==> src/rtl/lph_pkg.sv <==
// shared types and constants of the linear probing hash table
package lph_pkg;

  localparam int KEY_W   = 32;
  localparam int CNT_W   = 13;
  localparam int CFG_W   = 13;

  // golden ratio constant 0.6180 in q0.32
  localparam logic [KEY_W-1:0] A_Q32 = 32'd2654289789;

  localparam logic [1:0] REQ_INSERT = 2'd0;
  localparam logic [1:0] REQ_SEARCH = 2'd1;
  localparam logic [1:0] REQ_CLEAR  = 2'd2;

  localparam logic HASH_DIV = 1'b0;
  localparam logic HASH_MUL = 1'b1;

  localparam logic REG_HASH_MODE  = 1'b0;
  localparam logic REG_TABLE_SIZE = 1'b1;

  localparam logic [CFG_W-1:0] TABLE_SIZE_RESET = 13'd4096;

  typedef struct packed {
    logic [1:0]       req_type;
    logic [KEY_W-1:0] key;
  } in_t;

  typedef struct packed {
    logic [CNT_W-1:0] probe_count;
    logic [CNT_W-1:0] match_count;
    logic             table_full;
  } out_t;

  typedef struct packed {
    logic             valid;
    logic [KEY_W-1:0] key;
  } slot_t;

  typedef struct packed {
    logic start;
    logic mode;
  } hash_ctl_t;

endpackage

==> src/rtl/lph_hash.sv <==
// home slot unit: bit-serial remainder or two passes through one shared multiplier
module lph_hash #(
  parameter int SIZE_W = 13,
  parameter int IDX_W  = 12
) (
  input  logic                    clk,
  input  logic                    rst_n,
  input  lph_pkg::hash_ctl_t      ctl,
  input  logic [lph_pkg::KEY_W-1:0] key,
  input  logic [SIZE_W-1:0]       size,
  output logic                    done,
  output logic [IDX_W-1:0]        home
);

  localparam int BIT_W = $clog2(lph_pkg::KEY_W);

  localparam logic [1:0] H_IDLE = 2'd0;
  localparam logic [1:0] H_DIV  = 2'd1;
  localparam logic [1:0] H_MUL0 = 2'd2;
  localparam logic [1:0] H_MUL1 = 2'd3;

  logic [1:0]                state_r, state_nxt;
  logic [lph_pkg::KEY_W-1:0] sh_r, sh_nxt;
  logic [lph_pkg::KEY_W-1:0] frac_r, frac_nxt;
  logic [SIZE_W-1:0]         size_r, size_nxt;
  logic [SIZE_W-1:0]         rem_r, rem_nxt;
  logic [BIT_W-1:0]          bit_r, bit_nxt;
  logic [IDX_W-1:0]          home_r, home_nxt;
  logic                      done_r, done_nxt;

  logic [SIZE_W:0]           trial;
  logic [lph_pkg::KEY_W-1:0] mul_a, mul_b;
  logic [2*lph_pkg::KEY_W-1:0] prod;

  assign trial = {rem_r, sh_r[lph_pkg::KEY_W-1]};
  assign mul_a = (state_r == H_MUL0) ? sh_r : frac_r;
  assign mul_b = (state_r == H_MUL0) ? lph_pkg::A_Q32 : lph_pkg::KEY_W'(size_r);
  assign prod  = (2*lph_pkg::KEY_W)'(mul_a) * (2*lph_pkg::KEY_W)'(mul_b);

  always_comb begin
    state_nxt = state_r;
    sh_nxt    = sh_r;
    frac_nxt  = frac_r;
    size_nxt  = size_r;
    rem_nxt   = rem_r;
    bit_nxt   = bit_r;
    home_nxt  = home_r;
    done_nxt  = 1'b0;
    case (state_r)
      H_IDLE: begin
        if (ctl.start) begin
          sh_nxt    = key;
          size_nxt  = size;
          rem_nxt   = '0;
          bit_nxt   = '0;
          state_nxt = (ctl.mode == lph_pkg::HASH_MUL) ? H_MUL0 : H_DIV;
        end
      end
      H_DIV: begin
        // restoring remainder, one key bit a cycle
        if (trial >= {1'b0, size_r}) begin
          rem_nxt = SIZE_W'(trial - {1'b0, size_r});
        end else begin
          rem_nxt = trial[SIZE_W-1:0];
        end
        sh_nxt  = {sh_r[lph_pkg::KEY_W-2:0], 1'b0};
        bit_nxt = bit_r + 1'b1;
        if (bit_r == BIT_W'(lph_pkg::KEY_W - 1)) begin
          home_nxt  = IDX_W'(rem_nxt);
          done_nxt  = 1'b1;
          state_nxt = H_IDLE;
        end
      end
      H_MUL0: begin
        frac_nxt  = prod[lph_pkg::KEY_W-1:0];
        state_nxt = H_MUL1;
      end
      H_MUL1: begin
        home_nxt  = prod[lph_pkg::KEY_W +: IDX_W];
        done_nxt  = 1'b1;
        state_nxt = H_IDLE;
      end
      default: begin
        state_nxt = H_IDLE;
      end
    endcase
  end

  always_ff @(posedge clk) begin
    if (!rst_n) begin
      state_r <= H_IDLE;
      done_r  <= 1'b0;
    end else begin
      state_r <= state_nxt;
      done_r  <= done_nxt;
    end
    sh_r   <= sh_nxt;
    frac_r <= frac_nxt;
    size_r <= size_nxt;
    rem_r  <= rem_nxt;
    bit_r  <= bit_nxt;
    home_r <= home_nxt;
  end

  assign done = done_r;
  assign home = home_r;

endmodule

==> config.mk <==
export PLATFORM = sky130hd
export DESIGN_NAME = lph_hash
export DESIGN_NICKNAME = d
export VERILOG_FILES = /design/src/rtl/lph_pkg.sv /design/src/rtl/lph_hash.sv
export SDC_FILE = /design/constraint.sdc
export NUM_CORES = 2
export LEC_CHECK = 0
export BUFFER_PORTS_ARGS = -buffer_cell sky130_fd_sc_hd__buf_2
export CAP_MARGIN = 30
export CORE_MARGIN = 2
export CORE_UTILIZATION = 53
export DETAILED_ROUTE_END_ITERATION = 12
export GPL_ROUTABILITY_DRIVEN = 0
export HOLD_SLACK_MARGIN = 0.1
export PLACE_DENSITY = 0.71
export RECOVER_POWER = 25
export SLEW_MARGIN = 10
export SYNTH_ARGS = -nofsm -noshare
export SYNTH_HDL_FRONTEND = slang
export SYNTH_SLANG_ARGS = --single-unit
==> constraint.sdc <==
create_clock -name clk -period 19.4 [get_ports clk]
set_input_delay 3.88 -clock clk [delete_from_list [all_inputs] [get_ports clk]]
set_output_delay 3.88 -clock clk [all_outputs]
set_load 0.1 [all_outputs]
==> results.md <==
- Leading area contributor after synthesis: fa_1
- Hold crit path type: register to register
- TNS Setup: 0 ns
- Final WL: a little over 70000 µm
- Final Skew: about 0.015 ns
- Die height: 218 µm
- 1st-iter DRT viols: 1934
- Outcome: complete, but fails checks
- Most frequent CP cell: fa_1
- Die X: 218 µm
- CTS tree: done
- Crit Path Class: register to register
- Number of flops mapped to enable cells by yosys: 107
- Pin count of the biggest net entering global routing: 65
- Synth warn: 0
- Share of cells above drive strength 1: 0.0684
- GRT Overall Usage: 0.325
- Fin crit share: 0.705
- Hold_ws: ~0.52 ns
- Worst reg2reg path depth: 29
- RSZ-0062 raised after global routing: false
- CTS Buf Count: 9
- Slowest stage delay, CP: 2.13 ns
- Fin. max-slew vios: about 130
- Worst-path clk slew: 0.09 ns
- Total I/O pin count: 62
- Post-synthesis async set-or-reset flop share: 0
- CP Launch Point: state_r[0]
- Clock tree buffer depth: 2
- R2R Setup Slk: roughly 5.7 ns
- WL/cell: 23.2 µm
- Core Box Area: 45300 µm²
- Die ar.: 47500 µm²
- Post-Syn Instances: 2497
- Initial core utilization: 0.536
- Critical Path RT: approximately 20 ns
- Top-area cell type share of the netlist area: 0.416
- Final hold vios: 0
- Routed vias: 17977
- DRT Pass-1 Iters: 8
- Fin crit period: 13.67 ns
- First-pass GRT wire length: 114000 µm
- Startpoint Class: register
- Seq/Total Area, Yosys: 0.135
- Worst-skew pair later-pin latency: 0.41 ns
- # Max-Cap Violations: 3
- Largest cells by area after synthesis: fa_1 42%, edfxtp_1 13%, ha_1 13%
- Min-delay src: state_r[0]
- FF-to-FF Start: state_r[0]
- CP max FO: 64
- Final core occ: 0.565
- CP arrival: 13.89 ns
- Fillers: 3925
- # H-tree levels: 3
- Input/output buffers: a little over 60
- Post-CTS Setup Repair Bufs: 0
- Cell variety after synth: 65
- CTS sink cnt: 110
- Antenna violations before repair: 1
- Yosys reg bits: 110
- Synthesized area per cell: a little under 10 µm²
- Slew @ Worst Pin: 2.80 ns
- Hold buffer count at cts: 0
- CP Capture Type: register
- Vias in the first global route: slightly below 20000
- Max Fclk: 73.2 MHz
- P&R area growth vs syn: 5.44%
- Final setup fails: 0
- Standard-cell rows: 78
- Post-CTS Resized: 0
- Detailed placer's ending HPWL: 61200 µm
- Via-to-Cell Ratio: 5.74
- DRC Markers: 0
- Routed Antenna Nets: 0
- Hold depth: 1
- Primary FF master, synth: edfxtp_1
- Nets@finish: 3322
- Relative slew slack: -0.864
- CTS root buf: clkbuf_16
- Total nets after synthesis: 3294
- Synth Cell Area: 24300 µm²
- Slowest CP cell: clkinvlp_2
- Failing checks: max-capacitance violations, max-slew violations
- GR Overflow Total: 0
## through the flow
stage	cell area, µm²	instances	setup WS, ns
detailed placement	25300	3111	9.41
floorplan	24300	2497	10.43
global placement	25200	3105	9.57
CTS	25600	3127	9.35
finish	25600	3132	5.73
global route	25600	3130	5.05
## area by class of cell
cell class                 count  area (µm²)  area share
sequential                   110        3270       0.128
antenna                        2        5.00    0.000195
multi-input combinational   1764       18700       0.729
tap                          600         751      0.0293
inverter                     549        2060      0.0805
clock buffer                   9         225     0.00880
timing repair buffer          91         527      0.0206
clock inverter                 7        98.8     0.00386
## cells by family (layout without fill, tap and decap cells)
family,after synthesis,after routing,synth area share
AOI/OAI and AO/OA,204,204,0.0533
xor gates and xnor gates,81,81,0.0304
adders and majority gates,748,748,0.542
buffers and inverters,623,656,0.0974
DFF,110,110,0.135
muxes,47,47,0.0210
other,0,2,0
and+or+nand+nor,684,684,0.122
## cell usage in the layout (no fill, tap or decap), drive strengths merged, types with 11 or more instances in the layout
cell,netlist,layout
mux2,32,32
nor2,294,294
ha,243,243
and3,39,39
nand2,226,226
a21oi,77,77
xnor2,54,54
xor2,26,26
a21o,24,24
nor3,16,16
buf,8,88
a211oi,11,11
inv,549,553
edfxtp,107,107
fa,505,505
o21ai,37,37
nand2b,12,12
clkbuf,66,12
nand3,22,22
and2,33,33
mux2i,15,15
or2,18,18
## metal layers
layer	share of wire	up-vias	wire (µm)	GRT usage
met2	0.43	1093	31100	0.481
li1	-	7727	-	-
met3	0.13	187	9750	0.107
met4	0.045	0	3230	0.133
met1	0.39	8970	28500	0.441
met5	0	-	0	0
## Yosys cell counts, types with 36 or more instances
cell	number
clkbuf_1	66
nor2_1	294
o21ai_0	36
fa_1	505
ha_1	243
inv_1	548
edfxtp_1	107
and3_1	39
xnor2_1	52
nand2_1	226
a21oi_1	75
## final timing paths
check,to
max,home[7]
min,state_r[1]
max reg2reg,home[7]
min reg2reg,state_r[1]
## flip-flops by register name, summed over array words and instances, names as in the netlist
name and count:
bit_r 5, done 1, frac_r 32, home 12
rem_r 13, sh_r 32, size_r 13, state_r 2
## critical path: cells and delay by family (launching register included)
kind | cells | cell delay [ns]
adder cells (fa/ha/maj) | 9 | 4.40
AND/OR/NAND/NOR | 5 | 3.27
buffers and inverters | 8 | 3.23
AO/OA/AOI/OAI | 7 | 2.09
flip-flops | 1 | 0.41
Power is left out: the tool's default activity adds up to more than one toggle a clock period on the data nets, which glitch-free logic cannot reach.
